===== config.mk =====
export PLATFORM = sky130hd
export DESIGN_NAME = bts_queue
export DESIGN_NICKNAME = d
export VERILOG_FILES = /design/src/bts_pkg.sv /design/src/bts_queue.sv
export SDC_FILE = /design/constraint.sdc
export NUM_CORES = 1
export LEC_CHECK = 0
export BUFFER_PORTS_ARGS = -buffer_cell sky130_fd_sc_hd__buf_2
export CORE_MARGIN = 3
export CORE_UTILIZATION = 40
export CTS_CLUSTER_SIZE = 16
export DETAILED_ROUTE_END_ITERATION = 8
export PLACE_DENSITY = 0.67
export SETUP_SLACK_MARGIN = 0.05
export SYNTH_ARGS = -nofsm -noshare
export SYNTH_HDL_FRONTEND = slang
export SYNTH_SLANG_ARGS = --single-unit

===== constraint.sdc =====
create_clock -name clk -period 9.6 [get_ports clk]
set_input_delay 0 -clock clk [delete_from_list [all_inputs] [get_ports clk]]
set_output_delay 0 -clock clk [all_outputs]
set_load 0.05 [all_outputs]

===== src/bts_pkg.sv =====
// Shared types, constants and functions of the bilinear texture sampler.
// The sRGB decode table is built here at elaboration time.
// Depends on nothing; every other file imports this package.
package bts_pkg;

    localparam int TEX_DIM    = 256;
    localparam int IDX_W      = $clog2(TEX_DIM);
    localparam int HALF_W     = (IDX_W > 1) ? IDX_W - 1 : 1;
    localparam int BANK_DEPTH = 1 << (2 * HALF_W);
    localparam int SZ_W       = $clog2(TEX_DIM + 1);
    localparam int COORD_W    = 24;
    localparam int FRAC_W     = 16;
    localparam int INT_SHIFT  = COORD_W - FRAC_W - 1;
    localparam int PROD_W     = COORD_W + SZ_W;
    localparam int V_W        = PROD_W - FRAC_W;
    localparam int REM_SPLIT  = (INT_SHIFT + 1) / 2;
    localparam int Q_DEPTH    = 8;
    localparam int Q_AW       = $clog2(Q_DEPTH);
    localparam int CNT_W      = $clog2(Q_DEPTH + 1);
    localparam int CFG_IDX_W  = 3;
    localparam int CFG_DATA_W = 16;

    localparam logic OP_WRITE  = 1'b0;
    localparam logic OP_SAMPLE = 1'b1;

    localparam logic [CFG_IDX_W-1:0] CFG_TEXTURE_ON = 3'd0;
    localparam logic [CFG_IDX_W-1:0] CFG_TEX_WIDTH  = 3'd1;
    localparam logic [CFG_IDX_W-1:0] CFG_TEX_HEIGHT = 3'd2;
    localparam logic [CFG_IDX_W-1:0] CFG_FLAT_RED   = 3'd3;
    localparam logic [CFG_IDX_W-1:0] CFG_FLAT_GREEN = 3'd4;
    localparam logic [CFG_IDX_W-1:0] CFG_FLAT_BLUE  = 3'd5;

    localparam longint unsigned SRGB_DEN = 64'd269025;

    typedef enum logic [1:0] {
        KIND_WRITE,
        KIND_SAMPLE,
        KIND_FLAT
    } kind_t;

    typedef struct packed {
        logic        texture_on;
        logic [8:0]  tex_width;
        logic [8:0]  tex_height;
        logic [15:0] flat_red;
        logic [15:0] flat_green;
        logic [15:0] flat_blue;
    } cfg_regs_t;

    typedef struct packed {
        kind_t             kind;
        logic [IDX_W-1:0]  col_a;
        logic [IDX_W-1:0]  col_b;
        logic [IDX_W-1:0]  row_a;
        logic [IDX_W-1:0]  row_b;
        logic [15:0]       fx;
        logic [15:0]       fy;
        logic [23:0]       rgb;
    } cmd_t;

    typedef struct packed {
        logic [CNT_W-1:0] count;
        logic             empty;
        logic             full;
    } q_status_t;

    typedef logic [15:0] rom_t [256];

    // Integer sRGB-to-linear decode in Q2.30, rounded to Q0.16.
    function automatic rom_t build_decode_rom();
        rom_t rom;
        logic [63:0] a, x, x2, lo, hi, mid, p, y, o;
        for (int n = 0; n < 256; n++) begin
            if (n <= 10) begin
                o = (64'(n) * 64'd6553600 + 64'd164730) / 64'd329460;
            end else begin
                a  = 64'(n) * 64'd1000 + 64'd14025;
                x  = ((a << 30) + SRGB_DEN / 2) / SRGB_DEN;
                x2 = (x * x) >> 30;
                lo = 64'd0;
                hi = 64'd1 << 30;
                while (lo < hi) begin
                    mid = (lo + hi + 64'd1) >> 1;
                    p = mid;
                    for (int k = 0; k < 4; k++) begin
                        p = (p * mid) >> 30;
                    end
                    if (p <= x2) begin
                        lo = mid;
                    end else begin
                        hi = mid - 64'd1;
                    end
                end
                y = (x2 * lo) >> 30;
                o = (y + 64'd8192) >> 14;
                if (o > 64'd65535) begin
                    o = 64'd65535;
                end
            end
            rom[n] = o[15:0];
        end
        return rom;
    endfunction

    localparam rom_t DECODE_ROM = build_decode_rom();

    // Size in use: zero acts as one, anything above the store saturates.
    function automatic logic [SZ_W-1:0] eff_size(input logic [8:0] v);
        if (v == 9'd0) begin
            return SZ_W'(1);
        end
        if (int'(v) > TEX_DIM) begin
            return SZ_W'(TEX_DIM);
        end
        return SZ_W'(v);
    endfunction

    // Restoring remainder steps from shift hi down to shift lo.
    function automatic logic [V_W-1:0] rem_steps(input logic [V_W-1:0] v,
                                                  input logic [SZ_W-1:0] size,
                                                  input int hi, input int lo);
        logic [V_W-1:0] r;
        logic [V_W-1:0] d;
        r = v;
        for (int k = hi; k >= lo; k--) begin
            d = V_W'(size) << k;
            if (r >= d) begin
                r = r - d;
            end
        end
        return r;
    endfunction

endpackage


===== src/bts_queue.sv =====
// Command queue between the front end and the back end.
// Depends on bts_pkg.
module bts_queue import bts_pkg::*; (
    input  logic      clk,
    input  logic      rst_n,
    input  logic      push,
    input  cmd_t      push_cmd,
    input  logic      pop,
    output cmd_t      head,
    output q_status_t status
);

    cmd_t             slots_reg [Q_DEPTH];
    logic [Q_AW-1:0]  wr_ptr_reg;
    logic [Q_AW-1:0]  rd_ptr_reg;
    logic [CNT_W-1:0] count_reg;

    assign head         = slots_reg[rd_ptr_reg];
    assign status.count = count_reg;
    assign status.empty = (count_reg == '0);
    assign status.full  = (count_reg == CNT_W'(Q_DEPTH));

    always_ff @(posedge clk or negedge rst_n)
    begin
        if (!rst_n) begin
            wr_ptr_reg <= '0;
            rd_ptr_reg <= '0;
            count_reg  <= '0;
        end else begin
            if (push) begin
                wr_ptr_reg <= Q_AW'(wr_ptr_reg + 1'b1);
            end
            if (pop) begin
                rd_ptr_reg <= Q_AW'(rd_ptr_reg + 1'b1);
            end
            if (push && !pop) begin
                count_reg <= count_reg + CNT_W'(1);
            end else if (pop && !push) begin
                count_reg <= count_reg - CNT_W'(1);
            end
        end
    end

    always_ff @(posedge clk)
    begin
        if (push) begin
            slots_reg[wr_ptr_reg] <= push_cmd;
        end
    end

    a_no_overflow: assert property (@(posedge clk) disable iff (!rst_n)
        push |-> (!status.full || pop))
        else $error("queue written while full");

    a_no_underflow: assert property (@(posedge clk) disable iff (!rst_n)
        pop |-> !status.empty)
        else $error("queue read while empty");

    a_count_up: assert property (@(posedge clk) disable iff (!rst_n)
        (push && !pop) |=> (count_reg == $past(count_reg) + CNT_W'(1)))
        else $error("queue count did not follow a push");

endmodule


==> results.txt, run 1 <==
----------------------------------------------------
[Drt]
  Detailed Route WL ... 55.92 mm
  Antenna Nets Post-Route ... 0
  Initial DRC count ... 1104
  Detailed-route DRC error count ... 0
  Routed length per placed instance ... 23.08 µm
  Via density per instance ... 5.169
  Number of detailed-route iterations in the first pass ... 5
  Via Count ... 12520

[CTS]
  Number of setup buffers added after CTS ... 0
  CTS Root Buffer Type ... sky130_fd_sc_hd__clkbuf_16
  Clock edge transition at the registers on the reported setup and hold paths ... 0.06 ns
  CTS H-Tree Depth ... 3
  CTS Sinks ... 730
  Source-to-sink clock delay at the later pin of the worst-skew pair ... 0.60 ns
  Number of buffers created by CTS ... 76
  Clock tree from TritonCTS ... done
  Number of buffers on the longest clock path ... 3

[Logic synthesis]
  Syn. warnings ... 0
  Number of unique standard cell types used by synthesis ... 31
  Count of flip-flops with a built-in enable after synthesis ... 720
  Seq/Total Area, Yosys ... 78.15%
  Average cell area after synthesis ... 25.44 µm²
  Synthesized netlist net count ... 1200
  Most used DFF post-synth ... sky130_fd_sc_hd__edfxtp_1
  Top cells by area, synth ... sky130_fd_sc_hd__edfxtp_1, sky130_fd_sc_hd__mux4_2, sky130_fd_sc_hd__mux2_4, sky130_fd_sc_hd__dfrtp_1, sky130_fd_sc_hd__buf_12
  Cell count after synthesis ... 1100
  Largest area contributor in the synthesized netlist ... sky130_fd_sc_hd__edfxtp_1
  Post-synthesis instance area ... 27990 µm²
  Post-synthesis async set-or-reset flop share ... 1.370%
  Top-area cell type share of the netlist area ... 77.26%
  Number of flip-flops and latches in the synthesized netlist ... 730

[Die]
  Horiz. Die Dim ... 270.5 µm
  Starting Density ... 40.59%
  Cell Rows ... 96
  # IOs ... 190
  Core region area ... 68950 µm²
  Die ar. ... 73170 µm²
  Height of the die ... 270.5 µm

[Global route]
  Wire length of the first global-routing pass ... 85.64 mm
  Maximum number of pins on one net before global-route repair ... 73
  GRT Resource Usage Total ... 15.51%
  Aggregate global routing overflow ... 0
  Number of global-route vias before repair ... 13570
  Initial antenna violation count ... 7

[STA]
  Setup slack after layout ... 5.855 ns
  Number of slew-limit violations in the final report ... 0
  Worst hold margin ... 0.2037 ns
  Maximum clock rate ... 267.0 MHz
  Setup violations, final ... 0
  Final period utilization ... 39.01%
  Clock Skew ... 0.01770 ns
  Final critical-path required period ... 3.745 ns
  Total Neg Setup Slack ... 0 ns
  Transition time at the pin with the least slew margin ... 1.162 ns
  Final hold violation count ... 0
  Max transition margin ... 22.55%
  Unrepaired setup endpoints after global routing ... no

[Placement]
  IO buf count ... 189
  GPL Wtd Cong ... 0.7058
  Placed wire-length estimate ... 29.46 mm
  Worst setup slack after placement ... 6.324 ns

[Final layout]
  Number of nets in the finished design ... 1533
  Number of flip-flops in the largest register ... 720
  Most common cell after layout, fill and taps aside ... sky130_fd_sc_hd__edfxtp_1
  Highest-count cells in the layout ignoring fill and taps ... sky130_fd_sc_hd__edfxtp_1, sky130_fd_sc_hd__buf_2, sky130_fd_sc_hd__mux4_2
  Area growth, synth to finish ... 18.79%
  Ratio of cells with drive above 1 in the final layout ... 40.32%

[Run status]
  Status ... finished, final reports clean

[Critical path]
  Data required time at the worst endpoint ... 9.60 ns
  Critical setup path kind ... flip-flop to output port
  Largest fanout on the critical path ... 48
  Worst EP arrival ... 3.74 ns
  Critical path buffer and inverter count ... 2
  Longest individual stage delay on the worst path ... 1.07 ns
  Worst Setup Start Kind ... flip-flop
  Crit-path leading delay family ... buffers and inverters
  Critical Path Sink Type ... output port
  Cell-by-cell trace of the critical path ... buf_4 > mux4_2 > mux2_4 > buf_2
  Slowest library cell on the worst path ... sky130_fd_sc_hd__dfrtp_4

[Run]
  Max-cap violations ... 0

[Power]
  Pwr Density ... 333.8 nW/µm²
  Leakage dissipation ... 11.05 nW
  VDD IR-drop max ... 221.6 µV

[Min path]
  Worst min-delay path class ... input port to flip-flop

----------------------------------------------------
==> stage by stage <==
stage               power (mW)  cell area (µm²)  util, %  cells
CTS                      11.28            33230    48.20   2419
finish                   11.10            33240    48.22   2423
global placement         8.418            29950    43.44   2192
detailed placement       8.463            29950    43.44   2192
global route             11.60            33240    48.21   2422
floorplan                7.622            27990        -   1100
==> cell usage after synthesis (3+ instances only) <==
master and instances:
sky130_fd_sc_hd__edfxtp_1 720, sky130_fd_sc_hd__mux4_2 179, sky130_fd_sc_hd__mux2_4 81, sky130_fd_sc_hd__buf_2 20
sky130_fd_sc_hd__clkbuf_1 18, sky130_fd_sc_hd__mux2_2 12, sky130_fd_sc_hd__buf_12 10, sky130_fd_sc_hd__dfrtp_1 10
sky130_fd_sc_hd__nand2_1 6, sky130_fd_sc_hd__nor2_1 6, sky130_fd_sc_hd__ha_1 5, sky130_fd_sc_hd__xnor2_1 4
sky130_fd_sc_hd__nand2b_1 3, sky130_fd_sc_hd__nor3_1 3
==> path summary, 6_finish.rpt <==
| check | start | to | slack [ns] | cells after the start |
|---|---|---|---|---|
| worst max register to register | wr_ptr_reg[1] | slots_reg[5][52] | 6.47 | 4 |
| worst min-delay path | push_cmd[57] | slots_reg[0][57] | 0.20 | 2 |
| max in group asynchronous | rst_n | rd_ptr_reg[2] | 8.67 | 3 |
| min in group asynchronous | rst_n | rd_ptr_reg[0] | 0.51 | 3 |
| worst max-delay path | rd_ptr_reg[0] | head[51] | 5.86 | 4 |
| worst min register to register | wr_ptr_reg[1] | wr_ptr_reg[1] | 0.57 | 1 |
==> area by class of cell <==
type / count / area [µm²]
Timing Repair Buffer: 306 / 2059
Inverter: 2 / 7.507
Multi-Input combinational cell: 317 / 5776
Fill cell: 5623 / 35700
Clock inverter: 43 / 336.6
Antenna cell: 4 / 10.01
Sequential cell: 730 / 21880
Clock buffer: 90 / 2007
Tap cell: 931 / 1165
==> logic make-up (layout without fill, tap and decap cells) <==
| kind of cell | count (synthesis) | count (layout) | synth area share [%] |
|---|---|---|---|
| compound gates | 6 | 6 | 0.1475 |
| other cells | 0 | 4 | 0 |
| simple gates | 25 | 25 | 0.4471 |
| flops | 730 | 730 | 78.15 |
| mux | 274 | 274 | 19.36 |
| xor+xnor | 6 | 6 | 0.1878 |
| buf+inv | 53 | 441 | 1.408 |
| fa+ha+maj | 6 | 6 | 0.2951 |
==> routing by layer <==
metal	up-vias	track usage, %	share of wire (%)
met2	323	25.40	49
li1	5397	-	-
met3	67	3.113	5.3
met5	-	0	0.073
met4	6	4.401	1.6
met1	6731	21.31	44
==> repair_timing <==
| item | CTS | global route |
|---|---|---|
| hold buffers | 94 | 0 |
| resized for setup | 0 | 0 |
| hold endpoints to repair | 736 | 0 |
==> power breakdown <==
group	switching, mW	total, mW	internal (mW)
combinational	2.47	4.04	1.58
clock	1.16	2.76	1.60
sequential	0.288	4.29	4.00
total	3.92	11.1	7.18
Note: power is estimated with default switching activity, not from simulation.
==> run 2: changes to the inputs <==
==> constraint.sdc (replaced) <==
create_clock -name clk -period 3.75 [get_ports clk]
set_input_delay 0 -clock clk [delete_from_list [all_inputs] [get_ports clk]]
set_output_delay 0 -clock clk [all_outputs]
set_load 0.05 [all_outputs]
==> run 2 against run 1 <==
Effect of this change:
- die area is the same
- hold slack gained 0.0033 ns
- critical path depth is the same
- critical endpoint is now head[88]
- largest power group unchanged
==> results.txt, run 2 (synthesis gave the netlist of run 1 again) <==
----------------------------------------------------
[Power]
  Clock share of power ... 25.7%
  Sequential share of power ... 37.1%
  Pwr Density ... 861.0 nW/µm²
  Switching share of power ... 34.91%
  VDD IR-drop max ... 821.2 µV
  Leakage dissipation ... 11.26 nW
  Pint ... 18.90 mW
  Overall power consumption ... 29.04 mW
  Switching power of the nets ... 10.14 mW
  Combinational share of power ... 37.3%

[Drt]
  Detailed Route WL ... 56.14 mm
  Detailed-route DRC error count ... 0
  Number of detailed-route iterations in the first pass ... 5
  Via density per instance ... 5.131
  Initial DRC count ... 867
  Routed length per placed instance ... 23.00 µm
  Antenna Nets Post-Route ... 0
  Via Count ... 12530

[Global route]
  Initial antenna violation count ... 7
  Number of global-route vias before repair ... 13710
  Aggregate global routing overflow ... 0
  GRT Resource Usage Total ... 15.61%
  Maximum number of pins on one net before global-route repair ... 91
  Wire length of the first global-routing pass ... 86.12 mm

[Placement]
  Number of cells in the design after placement ... 2206
  GPL Wtd Cong ... 0.6978
  IO buf count ... 189
  Placed wire-length estimate ... 28.99 mm

[CTS]
  CTS H-Tree Depth ... 3
  CTS Sinks ... 730
  Source-to-sink clock delay at the later pin of the worst-skew pair ... 0.61 ns
  Number of buffers created by CTS ... 77
  Clock tree from TritonCTS ... done
  Number of buffers on the longest clock path ... 3
  CTS Root Buffer Type ... sky130_fd_sc_hd__clkbuf_16
  Clock edge transition at the registers on the reported setup and hold paths ... 0.06 ns

[Die]
  # IOs ... 190
  Starting Density ... 40.59%
  Height of the die ... 270.5 µm
  Horiz. Die Dim ... 270.5 µm
  Core region area ... 68950 µm²
  Cell Rows ... 96
  Die ar. ... 73170 µm²

[STA]
  Maximum clock rate ... 330.3 MHz
  Unrepaired setup endpoints after global routing ... no
  Clock Skew ... 0.01453 ns
  Final critical-path required period ... 3.028 ns
  Final period utilization ... 80.74%
  Number of slew-limit violations in the final report ... 0
  Final hold violation count ... 0
  Setup violations, final ... 0
  Max transition margin ... 39.89%
  Transition time at the pin with the least slew margin ... 0.9017 ns

[Critical path]
  Worst Setup Start Kind ... flip-flop
  Critical Path Sink Type ... output port
  Largest fanout on the critical path ... 33
  Worst EP arrival ... 3.03 ns
  R2R setup slack ... 1.62 ns
  Critical setup path kind ... flip-flop to output port
  Data required time at the worst endpoint ... 3.75 ns

[Run status]
  Status ... finished, final reports clean

[Final layout]
  Number of flip-flops in the largest register ... 720
  Most common cell after layout, fill and taps aside ... sky130_fd_sc_hd__edfxtp_1
  Area growth, synth to finish ... 20.51%
  Highest-count cells in the layout ignoring fill and taps ... sky130_fd_sc_hd__edfxtp_1, sky130_fd_sc_hd__buf_2, sky130_fd_sc_hd__mux4_2
  Ratio of cells with drive above 1 in the final layout ... 41.27%
  Number of fill cells ... 5504
  Non-filler instance count after layout ... 2441
  Number of nets in the finished design ... 1548

[Run]
  Max-cap violations ... 0

[Min path]
  Worst min-delay path class ... input port to flip-flop

----------------------------------------------------
[run 2: power groups by stage]
stage	combinational [mW]	sequential [mW]	clock, mW
after CTS	11.1	10.8	7.65
after floorplan	8.67	10.8	0
final	10.8	10.8	7.45
after global routing	11.4	10.9	8.00
after detailed placement	11.0	11.0	0
after global placement	10.9	10.9	0
[run 2: final timing paths]
path	start	to	cells past startpoint
hold reg to reg	rd_ptr_reg[2]	rd_ptr_reg[2]	1
hold / removal	push_cmd[52]	slots_reg[6][52]	2
min in group asynchronous	rst_n	rd_ptr_reg[1]	3
setup / recovery	rd_ptr_reg[0]	head[88]	4
setup reg to reg	wr_ptr_reg[0]	slots_reg[7][1]	3
max in group asynchronous	rst_n	rd_ptr_reg[0]	3
[run 2: worst max-delay path: stages (launching register included)]
cell,delay [ns]
sky130_fd_sc_hd__dfrtp_4,0.87
sky130_fd_sc_hd__buf_4,0.42
sky130_fd_sc_hd__mux4_2,0.54
sky130_fd_sc_hd__mux2_2,0.31
sky130_fd_sc_hd__buf_2,0.22
[run 2: cell type report]
type | count | area (µm²) | share of cell area, %
flip-flops and latches | 730 | 21880 | 64.88
multi-input cells | 317 | 5788 | 17.16
repair buffers | 320 | 2377 | 7.049
clock buffers | 85 | 2021 | 5.991
well taps | 931 | 1165 | 3.454
clock inverters | 53 | 478.0 | 1.417
inverters | 2 | 7.507 | 0.02226
diodes | 3 | 7.507 | 0.02226
[run 2: through the flow]
stage / setup slack (ns) / util [%] / hold slack, ns / instance area (µm²) / setup TNS, ns
after floorplan: -1.163 / - / -0.2956 / 28000 / -752.29
after global placement: 1.275 / 43.92 / -0.1276 / 30280 / 0
after detailed placement: 1.267 / 43.92 / -0.1256 / 30280 / 0
after CTS: 0.5943 / 48.91 / 0.1512 / 33720 / 0
after global routing: 0.4998 / 48.92 / 0.1912 / 33730 / 0
final: 0.7221 / 48.92 / 0.2069 / 33730 / 0
[run 2: routing by layer]
metal  global-route usage [%]  vias up  share of wire (%)
li1                         -     5437                  -
met1                    21.15     6738                 43
met2                    25.94      270                 50
met3                    3.210       72                4.7
met4                    4.231        8                1.8
met5                        0        -              0.098
[run 2: repair_timing]
action	in CTS	in global routing
resized for setup	0	0
hold buffers	94	0
hold endpoints to repair	737	0
setup buffers	0	0
