**config.mk**
```make
export PLATFORM = sky130hd
export DESIGN_NAME = bts_front_flat
export DESIGN_NICKNAME = d
export VERILOG_FILES = /design/src/bts_pkg.sv /design/src/bts_if.sv /design/src/bts_front.sv /design/src/flat_wrapper.sv
export SDC_FILE = /design/constraint.sdc
export NUM_CORES = 2
export LEC_CHECK = 0
export ABC_AREA = 0
export ABC_CLOCK_PERIOD_IN_PS = 13200
export BUFFER_PORTS_ARGS = -buffer_cell sky130_fd_sc_hd__buf_2
export CAP_MARGIN = 0
export CORE_MARGIN = 1.5
export CORE_UTILIZATION = 50
export DETAILED_ROUTE_END_ITERATION = 8
export GPL_TIMING_DRIVEN = 0
export PLACE_DENSITY = 0.69
export SLEW_MARGIN = 10
export SYNTH_ARGS = -nofsm -noshare
export SYNTH_HDL_FRONTEND = slang
export SYNTH_SLANG_ARGS = --single-unit
```
**constraint.sdc**
```tcl
create_clock -name clk -period 13.2 [get_ports clk]
set_input_delay 1.32 -clock clk [delete_from_list [all_inputs] [get_ports clk]]
set_output_delay 1.32 -clock clk [all_outputs]
set_load 0.01 [all_outputs]
```
**src/bts_pkg.sv**
```systemverilog
// Shared types, constants and functions of the bilinear texture sampler.
// The sRGB decode table is built here at elaboration time.
// Depends on nothing; every other file imports this package.
package bts_pkg;

    localparam int TEX_DIM    = 256;
    localparam int IDX_W      = $clog2(TEX_DIM);
    localparam int HALF_W     = (IDX_W > 1) ? IDX_W - 1 : 1;
    localparam int BANK_DEPTH = 1 << (2 * HALF_W);
    localparam int SZ_W       = $clog2(TEX_DIM + 1);
    localparam int COORD_W    = 24;
    localparam int FRAC_W     = 16;
    localparam int INT_SHIFT  = COORD_W - FRAC_W - 1;
    localparam int PROD_W     = COORD_W + SZ_W;
    localparam int V_W        = PROD_W - FRAC_W;
    localparam int REM_SPLIT  = (INT_SHIFT + 1) / 2;
    localparam int Q_DEPTH    = 8;
    localparam int Q_AW       = $clog2(Q_DEPTH);
    localparam int CNT_W      = $clog2(Q_DEPTH + 1);
    localparam int CFG_IDX_W  = 3;
    localparam int CFG_DATA_W = 16;

    localparam logic OP_WRITE  = 1'b0;
    localparam logic OP_SAMPLE = 1'b1;

    localparam logic [CFG_IDX_W-1:0] CFG_TEXTURE_ON = 3'd0;
    localparam logic [CFG_IDX_W-1:0] CFG_TEX_WIDTH  = 3'd1;
    localparam logic [CFG_IDX_W-1:0] CFG_TEX_HEIGHT = 3'd2;
    localparam logic [CFG_IDX_W-1:0] CFG_FLAT_RED   = 3'd3;
    localparam logic [CFG_IDX_W-1:0] CFG_FLAT_GREEN = 3'd4;
    localparam logic [CFG_IDX_W-1:0] CFG_FLAT_BLUE  = 3'd5;

    localparam longint unsigned SRGB_DEN = 64'd269025;

    typedef enum logic [1:0] {
        KIND_WRITE,
        KIND_SAMPLE,
        KIND_FLAT
    } kind_t;

    typedef struct packed {
        logic        texture_on;
        logic [8:0]  tex_width;
        logic [8:0]  tex_height;
        logic [15:0] flat_red;
        logic [15:0] flat_green;
        logic [15:0] flat_blue;
    } cfg_regs_t;

    typedef struct packed {
        kind_t             kind;
        logic [IDX_W-1:0]  col_a;
        logic [IDX_W-1:0]  col_b;
        logic [IDX_W-1:0]  row_a;
        logic [IDX_W-1:0]  row_b;
        logic [15:0]       fx;
        logic [15:0]       fy;
        logic [23:0]       rgb;
    } cmd_t;

    typedef struct packed {
        logic [CNT_W-1:0] count;
        logic             empty;
        logic             full;
    } q_status_t;

    typedef logic [15:0] rom_t [256];

    // Integer sRGB-to-linear decode in Q2.30, rounded to Q0.16.
    function automatic rom_t build_decode_rom();
        rom_t rom;
        logic [63:0] a, x, x2, lo, hi, mid, p, y, o;
        for (int n = 0; n < 256; n++) begin
            if (n <= 10) begin
                o = (64'(n) * 64'd6553600 + 64'd164730) / 64'd329460;
            end else begin
                a  = 64'(n) * 64'd1000 + 64'd14025;
                x  = ((a << 30) + SRGB_DEN / 2) / SRGB_DEN;
                x2 = (x * x) >> 30;
                lo = 64'd0;
                hi = 64'd1 << 30;
                while (lo < hi) begin
                    mid = (lo + hi + 64'd1) >> 1;
                    p = mid;
                    for (int k = 0; k < 4; k++) begin
                        p = (p * mid) >> 30;
                    end
                    if (p <= x2) begin
                        lo = mid;
                    end else begin
                        hi = mid - 64'd1;
                    end
                end
                y = (x2 * lo) >> 30;
                o = (y + 64'd8192) >> 14;
                if (o > 64'd65535) begin
                    o = 64'd65535;
                end
            end
            rom[n] = o[15:0];
        end
        return rom;
    endfunction

    localparam rom_t DECODE_ROM = build_decode_rom();

    // Size in use: zero acts as one, anything above the store saturates.
    function automatic logic [SZ_W-1:0] eff_size(input logic [8:0] v);
        if (v == 9'd0) begin
            return SZ_W'(1);
        end
        if (int'(v) > TEX_DIM) begin
            return SZ_W'(TEX_DIM);
        end
        return SZ_W'(v);
    endfunction

    // Restoring remainder steps from shift hi down to shift lo.
    function automatic logic [V_W-1:0] rem_steps(input logic [V_W-1:0] v,
                                                  input logic [SZ_W-1:0] size,
                                                  input int hi, input int lo);
        logic [V_W-1:0] r;
        logic [V_W-1:0] d;
        r = v;
        for (int k = hi; k >= lo; k--) begin
            d = V_W'(size) << k;
            if (r >= d) begin
                r = r - d;
            end
        end
        return r;
    endfunction

endpackage

```
**src/bts_if.sv**
```systemverilog
// Channel interfaces of the texture sampler: input, result and config words.
// Depends on bts_pkg for widths.
interface bts_in_if import bts_pkg::*; ();
    logic                      valid;
    logic                      ready;
    logic                      op;
    logic [7:0]                texel_col;
    logic [7:0]                texel_row;
    logic [7:0]                in_red;
    logic [7:0]                in_green;
    logic [7:0]                in_blue;
    logic signed [COORD_W-1:0] coord_s;
    logic signed [COORD_W-1:0] coord_t;

    modport source (output valid, op, texel_col, texel_row, in_red, in_green,
                    in_blue, coord_s, coord_t, input ready);
    modport sink (input valid, op, texel_col, texel_row, in_red, in_green,
                  in_blue, coord_s, coord_t, output ready);
endinterface


```
**src/bts_front.sv**
```systemverilog
// Front end: accepts words, classifies them and locates the texel footprint.
// Depends on bts_pkg and bts_in_if.
module bts_front import bts_pkg::*; (
    input  logic      clk,
    input  logic      rst_n,
    bts_in_if.sink    in_ch,
    input  cfg_regs_t cfg,
    input  q_status_t q_status,
    output logic      push,
    output cmd_t      push_cmd
);

    logic [SZ_W-1:0]  size_w;
    logic [SZ_W-1:0]  size_h;
    logic [CNT_W-1:0] in_flight;
    logic             accept;
    logic             in_store;
    logic             s1_valid_next;
    kind_t            s1_kind_next;

    logic s1_valid_reg, s2_valid_reg, s3_valid_reg, s4_valid_reg, s5_valid_reg;
    kind_t s1_kind_reg, s2_kind_reg, s3_kind_reg, s4_kind_reg, s5_kind_reg;
    logic [IDX_W-1:0] s1_col_reg, s2_col_reg, s3_col_reg, s4_col_reg, s5_col_reg;
    logic [IDX_W-1:0] s1_row_reg, s2_row_reg, s3_row_reg, s4_row_reg, s5_row_reg;
    logic [23:0] s1_rgb_reg, s2_rgb_reg, s3_rgb_reg, s4_rgb_reg, s5_rgb_reg;
    logic signed [COORD_W-1:0] s1_cs_reg, s1_ct_reg;
    logic signed [PROD_W-1:0]  s2_ps_reg, s2_pt_reg;
    logic [V_W-1:0] s3_vs_reg, s3_vt_reg, s4_vs_reg, s4_vt_reg, s5_vs_reg, s5_vt_reg;
    logic [15:0] s3_fx_reg, s3_fy_reg, s4_fx_reg, s4_fy_reg, s5_fx_reg, s5_fy_reg;

    logic signed [PROD_W-1:0] prod_s_next;
    logic signed [PROD_W-1:0] prod_t_next;
    logic [V_W-1:0]           vs_next;
    logic [V_W-1:0]           vt_next;
    logic [IDX_W-1:0]         base_s;
    logic [IDX_W-1:0]         base_t;
    logic [IDX_W-1:0]         next_s;
    logic [IDX_W-1:0]         next_t;

    assign size_w = eff_size(cfg.tex_width);
    assign size_h = eff_size(cfg.tex_height);

    // Credits: words in the front pipeline plus queue occupancy never exceed the queue.
    assign in_flight = CNT_W'(s1_valid_reg) + CNT_W'(s2_valid_reg) + CNT_W'(s3_valid_reg)
                     + CNT_W'(s4_valid_reg) + CNT_W'(s5_valid_reg) + q_status.count;
    assign in_ch.ready = (in_flight < CNT_W'(Q_DEPTH));
    assign accept = in_ch.valid && in_ch.ready;

    assign in_store = (int'(in_ch.texel_col) < TEX_DIM) && (int'(in_ch.texel_row) < TEX_DIM);

    always_comb
    begin
        if (in_ch.op == OP_WRITE) begin
            s1_kind_next  = KIND_WRITE;
            s1_valid_next = accept && in_store;
        end else begin
            s1_kind_next  = cfg.texture_on ? KIND_SAMPLE : KIND_FLAT;
            s1_valid_next = accept;
        end
    end

    assign prod_s_next = PROD_W'(s1_cs_reg) * signed'(PROD_W'(size_w));
    assign prod_t_next = PROD_W'(s1_ct_reg) * signed'(PROD_W'(size_h));

    // Floor index plus a bias of a whole number of sizes keeps it non-negative.
    assign vs_next = V_W'(s2_ps_reg[PROD_W-1:FRAC_W]) + (V_W'(size_w) << INT_SHIFT);
    assign vt_next = V_W'(s2_pt_reg[PROD_W-1:FRAC_W]) + (V_W'(size_h) << INT_SHIFT);

    always_ff @(posedge clk or negedge rst_n)
    begin
        if (!rst_n) begin
            s1_valid_reg <= 1'b0;
            s2_valid_reg <= 1'b0;
            s3_valid_reg <= 1'b0;
            s4_valid_reg <= 1'b0;
            s5_valid_reg <= 1'b0;
        end else begin
            s1_valid_reg <= s1_valid_next;
            s2_valid_reg <= s1_valid_reg;
            s3_valid_reg <= s2_valid_reg;
            s4_valid_reg <= s3_valid_reg;
            s5_valid_reg <= s4_valid_reg;
        end
    end

    always_ff @(posedge clk)
    begin
        s1_kind_reg <= s1_kind_next;
        s1_col_reg  <= IDX_W'(in_ch.texel_col);
        s1_row_reg  <= IDX_W'(in_ch.texel_row);
        s1_rgb_reg  <= {in_ch.in_red, in_ch.in_green, in_ch.in_blue};
        s1_cs_reg   <= in_ch.coord_s;
        s1_ct_reg   <= in_ch.coord_t;

        s2_kind_reg <= s1_kind_reg;
        s2_col_reg  <= s1_col_reg;
        s2_row_reg  <= s1_row_reg;
        s2_rgb_reg  <= s1_rgb_reg;
        s2_ps_reg   <= prod_s_next;
        s2_pt_reg   <= prod_t_next;

        s3_kind_reg <= s2_kind_reg;
        s3_col_reg  <= s2_col_reg;
        s3_row_reg  <= s2_row_reg;
        s3_rgb_reg  <= s2_rgb_reg;
        s3_vs_reg   <= vs_next;
        s3_vt_reg   <= vt_next;
        s3_fx_reg   <= s2_ps_reg[FRAC_W-1:0];
        s3_fy_reg   <= s2_pt_reg[FRAC_W-1:0];

        s4_kind_reg <= s3_kind_reg;
        s4_col_reg  <= s3_col_reg;
        s4_row_reg  <= s3_row_reg;
        s4_rgb_reg  <= s3_rgb_reg;
        s4_vs_reg   <= rem_steps(s3_vs_reg, size_w, INT_SHIFT, REM_SPLIT);
        s4_vt_reg   <= rem_steps(s3_vt_reg, size_h, INT_SHIFT, REM_SPLIT);
        s4_fx_reg   <= s3_fx_reg;
        s4_fy_reg   <= s3_fy_reg;

        s5_kind_reg <= s4_kind_reg;
        s5_col_reg  <= s4_col_reg;
        s5_row_reg  <= s4_row_reg;
        s5_rgb_reg  <= s4_rgb_reg;
        s5_vs_reg   <= rem_steps(s4_vs_reg, size_w, REM_SPLIT - 1, 0);
        s5_vt_reg   <= rem_steps(s4_vt_reg, size_h, REM_SPLIT - 1, 0);
        s5_fx_reg   <= s4_fx_reg;
        s5_fy_reg   <= s4_fy_reg;
    end

    // The right and lower neighbors clamp at the last column and row.
    assign base_s = IDX_W'(s5_vs_reg);
    assign base_t = IDX_W'(s5_vt_reg);
    assign next_s = ((SZ_W'(base_s) + SZ_W'(1)) == size_w) ? base_s : IDX_W'(base_s + 1'b1);
    assign next_t = ((SZ_W'(base_t) + SZ_W'(1)) == size_h) ? base_t : IDX_W'(base_t + 1'b1);

    assign push = s5_valid_reg;

    always_comb
    begin
        push_cmd.kind = s5_kind_reg;
        push_cmd.fx   = s5_fx_reg;
        push_cmd.fy   = s5_fy_reg;
        push_cmd.rgb  = s5_rgb_reg;
        if (s5_kind_reg == KIND_WRITE) begin
            push_cmd.col_a = s5_col_reg;
            push_cmd.col_b = s5_col_reg;
            push_cmd.row_a = s5_row_reg;
            push_cmd.row_b = s5_row_reg;
        end else begin
            push_cmd.col_a = base_s;
            push_cmd.col_b = next_s;
            push_cmd.row_a = base_t;
            push_cmd.row_b = next_t;
        end
    end

endmodule

```
**src/flat_wrapper.sv**
```systemverilog
// flat-port wrapper written by rule: the top's interface ports become plain ports
module bts_front_flat import bts_pkg::*;
  (clk, rst_n, cfg, q_status, push, push_cmd, in_ch_valid, in_ch_op, in_ch_texel_col, in_ch_texel_row, in_ch_in_red, in_ch_in_green, in_ch_in_blue, in_ch_coord_s, in_ch_coord_t, in_ch_ready);
  bts_in_if in_ch_i ();
  input  logic clk;
  input  logic rst_n;
  input  cfg_regs_t cfg;
  input  q_status_t q_status;
  output logic push;
  output cmd_t push_cmd;
  input wire logic [$bits(in_ch_i.valid)-1:0] in_ch_valid;
  input wire logic [$bits(in_ch_i.op)-1:0] in_ch_op;
  input wire logic [$bits(in_ch_i.texel_col)-1:0] in_ch_texel_col;
  input wire logic [$bits(in_ch_i.texel_row)-1:0] in_ch_texel_row;
  input wire logic [$bits(in_ch_i.in_red)-1:0] in_ch_in_red;
  input wire logic [$bits(in_ch_i.in_green)-1:0] in_ch_in_green;
  input wire logic [$bits(in_ch_i.in_blue)-1:0] in_ch_in_blue;
  input wire logic [$bits(in_ch_i.coord_s)-1:0] in_ch_coord_s;
  input wire logic [$bits(in_ch_i.coord_t)-1:0] in_ch_coord_t;
  output wire logic [$bits(in_ch_i.ready)-1:0] in_ch_ready;
  assign in_ch_i.valid = in_ch_valid;
  assign in_ch_i.op = in_ch_op;
  assign in_ch_i.texel_col = in_ch_texel_col;
  assign in_ch_i.texel_row = in_ch_texel_row;
  assign in_ch_i.in_red = in_ch_in_red;
  assign in_ch_i.in_green = in_ch_in_green;
  assign in_ch_i.in_blue = in_ch_in_blue;
  assign in_ch_i.coord_s = in_ch_coord_s;
  assign in_ch_i.coord_t = in_ch_coord_t;
  assign in_ch_ready = in_ch_i.ready;
  bts_front u_core (.clk(clk), .rst_n(rst_n), .in_ch(in_ch_i), .cfg(cfg), .q_status(q_status), .push(push), .push_cmd(push_cmd));
endmodule
```
==> reports/results.md <==
| Parameter | This run | Unit |
|:---|:---|:---|
| Buffers on Ports | 206 | - |
| Cts bufs inserted | 52 | - |
| Type of element launching the critical path | input pin | - |
| Status | finished, final reports clean | - |
| Post-route DRC | 0 | - |
| Via density per instance | 5.21 | - |
| Gate count after technology mapping | 3880 | - |
| Primary FF master, synth | sky130_fd_sc_hd__dfxtp_1 | - |
| Highest cell delay on the worst timing path | 550 | ps |
| Remaining global-route overflow | 0 | - |
| Die boundary width | 272 | um |
| Number of global-route vias before repair | 26900 | - |
| Fin Setup TNS | 0 | ps |
| Clock transition at the registers of the reported paths | 60 | ps |
| Final worst path period need | 12460 | ps |
| Clock tree from TritonCTS | built | - |
| Number of antenna diodes | 0 | - |
| H-tree Lvls | 2 | - |
| Fraction of layout instances using a drive strength above 1 | 0.112 | - |
| Layout overhead on the synthesized area | 12.2 | % |
| Top fanout value on the critical path | 18 | - |
| Die extent in y | 272 | um |
| Yosys warns | 0 | - |
| Post-synthesis async set-or-reset flop share | 0.00982 | - |
| Clock Latency Late Sink | 610 | ps |
| Seq/Total Area, Yosys | 0.281 | - |
| DPL Wire Length | 65300 | um |
| Number of standard cells in the layout, taps in and fillers out | 5150 | - |
| I/O pin cnt | 257 | - |
| Kind of critical path | input pin to flop | - |
| Post-route antenna net violation count | 0 | - |
| Placed cell count | 5036 | - |
| Critical Path RT | 13690 | ps |
| Slew margin rel. | 0.345 | - |
| Final Hold Vio Count | 0 | - |
| Peak Freq | 80.3 | MHz |
| Number of nets in the layout | 5000 | - |
| Crit share post-route | 0.944 | - |
| Post-Route WL | 83800 | um |
| Floorplan core area | 0.0717 | sq mm |
| CP max stage cell | sky130_fd_sc_hd__a21oi_1 | - |
| Clock tree root driver cell | sky130_fd_sc_hd__clkbuf_16 | - |
| Hold/Removal Path Class | flop to flop | - |
| Die area | 0.0742 | sq mm |
| Maximum number of pins on one net before global-route repair | 20 | - |
| Clock Sink Count | 509 | - |
| Final Core Density | 0.568 | - |
| Antenna violations before repair | 2 | - |
| Number of vias in the routed layout | 26800 | - |
| Number of inserted filler cells in the final layout | 6403 | - |
| Number of search-and-repair iterations in the first detailed-routing pass | 5 | - |
| # rows | 98 | - |
| Actual slew at the worst max-slew pin | 974 | ps |
| Number of enable-type register cells in the synthesized netlist | 0 | - |
| Routed len/inst | 16.3 | um |
| Number of max-slew violations in the final report | 0 | - |
| Post-route worst hold slack | 313 | ps |
| Crit end category | flop | - |
| Number of max-cap violations | 0 | - |
| Setup violators final | 0 | - |
| Overall Global Routing Usage | 0.229 | - |
| Count of cell types in the netlist | 88 | - |
| Global-route wire length before repair | 137000 | um |
| Final weighted congestion in routability-driven placement | 0.890 | - |
| Nets in the synthesized netlist | 4723 | - |
| Setup repair after global routing missed its margin | no | - |
| Worst Clk Skew | 19.9 | ps |
| Initial drt markers | 1531 | - |
| Post-synthesis instance area | 0.0363 | sq mm |
| Initial standard-cell utilization of the core | 0.506 | - |
| Arrival @ worst endpoint | 12940 | ps |
| Mean Syn Cell Area | 9.36 | sq um |
| FF+latch count, synth | 509 | - |
| Maximum clock path buffer count | 3 | - |
## synthesized netlist by cell type, drive strengths merged (9+ instances only)
| master | number | area share |
|---|---|---|
| or4 | 9 | 0.0019 |
| and2 | 198 | 0.034 |
| fa | 369 | 0.20 |
| o21bai | 27 | 0.0056 |
| nand3 | 41 | 0.0057 |
| xnor2 | 155 | 0.037 |
| or2 | 15 | 0.0026 |
| nand4 | 29 | 0.0050 |
| a211o | 11 | 0.0027 |
| a21boi | 19 | 0.0039 |
| a21oi | 178 | 0.025 |
| nor4 | 17 | 0.0039 |
| o31ai | 18 | 0.0037 |
| o21ai | 140 | 0.019 |
| or3 | 14 | 0.0026 |
| and3 | 28 | 0.0048 |
| mux2 | 59 | 0.019 |
| ha | 309 | 0.11 |
| nand2b | 26 | 0.0045 |
| a31oi | 19 | 0.0033 |
| nand2 | 443 | 0.046 |
| buf | 47 | 0.0053 |
| nor2 | 168 | 0.017 |
| a21o | 66 | 0.014 |
| xor2 | 62 | 0.015 |
| o211ai | 11 | 0.0023 |
| inv | 529 | 0.055 |
| nor3 | 54 | 0.0077 |
| a211oi | 16 | 0.0037 |
| clkbuf | 72 | 0.0074 |
| nor2b | 52 | 0.0090 |
| mux2i | 30 | 0.0083 |
| o21a | 46 | 0.0095 |
| o31a | 9 | 0.0022 |
| dfxtp | 504 | 0.28 |
## through the flow
step	setup slack [ps]	area, sq um
2_1_floorplan	1180	36300
3_3_place_gp	-2200	38500
3_5_place_dp	-2220	38500
4_1_cts	34.3	40500
5_1_grt	20.1	40700
6_report	742	40700
## worst paths after layout
path                            slack (ps)                            end                         start  cells past startpoint
worst max register to register        2020    u_core.s5_vs_reg[7]$_DFF_P_   u_core.s4_vs_reg[3]$_DFF_P_                     46
worst min register to register         310   u_core.s3_fx_reg[14]$_DFF_P_  u_core.s2_ps_reg[14]$_DFF_P_                      0
worst min-delay path                   310   u_core.s3_fx_reg[14]$_DFF_P_  u_core.s2_ps_reg[14]$_DFF_P_                      0
min in group asynchronous              520  u_core.s3_valid_reg$_DFF_PN0_                         rst_n                      1
max in group asynchronous            12560  u_core.s2_valid_reg$_DFF_PN0_                         rst_n                      1
worst max-delay path                   740    u_core.s5_vt_reg[7]$_DFF_P_                       cfg[56]                     46
## timing repair
item | in CTS | in global routing
gates resized for setup | 28 | 52
setup endpoints to repair | 41 | 42
hold buffers | 0 | 0
cloned | 0 | 1
setup buffers | 4 | 21
pin swaps | 2 | 4
## cells in the final DEF (no fill, tap or decap), types with 12 or more instances in the layout
| cell type | count |
|---|---|
| sky130_fd_sc_hd__fa_1 | 369 |
| sky130_fd_sc_hd__nand4_1 | 29 |
| sky130_fd_sc_hd__clkbuf_1 | 46 |
| sky130_fd_sc_hd__nand3_1 | 41 |
| sky130_fd_sc_hd__nand2b_1 | 26 |
| sky130_fd_sc_hd__dfxtp_1 | 504 |
| sky130_fd_sc_hd__buf_1 | 38 |
| sky130_fd_sc_hd__xor2_1 | 62 |
| sky130_fd_sc_hd__nor3_1 | 51 |
| sky130_fd_sc_hd__clkbuf_2 | 15 |
| sky130_fd_sc_hd__nor4_1 | 12 |
| sky130_fd_sc_hd__buf_4 | 26 |
| sky130_fd_sc_hd__clkbuf_16 | 54 |
| sky130_fd_sc_hd__a31oi_1 | 19 |
| sky130_fd_sc_hd__nand2_1 | 441 |
| sky130_fd_sc_hd__or2_2 | 14 |
| sky130_fd_sc_hd__buf_2 | 214 |
| sky130_fd_sc_hd__a211oi_1 | 15 |
| sky130_fd_sc_hd__o31ai_1 | 18 |
| sky130_fd_sc_hd__mux2_2 | 54 |
| sky130_fd_sc_hd__o21ai_0 | 131 |
| sky130_fd_sc_hd__clkinvlp_4 | 13 |
| sky130_fd_sc_hd__nor2_1 | 165 |
| sky130_fd_sc_hd__xnor2_1 | 155 |
| sky130_fd_sc_hd__o21a_1 | 46 |
| sky130_fd_sc_hd__inv_1 | 525 |
| sky130_fd_sc_hd__a21o_1 | 66 |
| sky130_fd_sc_hd__ha_1 | 309 |
| sky130_fd_sc_hd__nor2b_1 | 52 |
| sky130_fd_sc_hd__o21bai_1 | 27 |
| sky130_fd_sc_hd__a21boi_0 | 19 |
| sky130_fd_sc_hd__a21oi_1 | 174 |
| sky130_fd_sc_hd__and2_1 | 197 |
| sky130_fd_sc_hd__mux2i_1 | 30 |
| sky130_fd_sc_hd__and3_1 | 28 |
| sky130_fd_sc_hd__or3_1 | 13 |
## layer usage
layer	up-vias	GRT usage	part of all wire
met3	128	0.0339	0.058
li1	13200	-	-
met1	12800	0.323	0.47
met5	-	0	0.00033
met4	4	0.0690	0.024
met2	681	0.365	0.45
## cell families (layout without fill, tap and decap cells)
group,count (synthesis),after routing,synth area share
buffers and inverters,648,967,0.0675
adder cells (fa/ha/maj),678,678,0.310
AO/OA/AOI/OAI,624,624,0.111
multiplexers,89,89,0.0271
AND/OR/NAND/NOR,1115,1116,0.150
flip-flops,509,509,0.281
XOR/XNOR,217,217,0.0523
## critical path: cells and delay by family
kind | cells | cell delay, ps
simple gates | 12 | 2050
compound gates | 21 | 5100
fa+ha+maj | 5 | 1930
mux | 2 | 780
buf+inv | 6 | 1700
## layout make-up
class | instances | area [sq um] | share of cell area
timing repair buffer | 231 | 1220 | 0.0299
clock inverter | 32 | 409 | 0.0100
buffer | 110 | 485 | 0.0119
inverter | 529 | 2000 | 0.0491
tap | 950 | 1190 | 0.0292
sequential | 509 | 10200 | 0.251
multi-input combinational | 2724 | 23800 | 0.584
clock buffer | 65 | 1440 | 0.0354
Power is not shown: default switching activity piles up to over one toggle a cycle in this logic, so the estimate is an artifact.
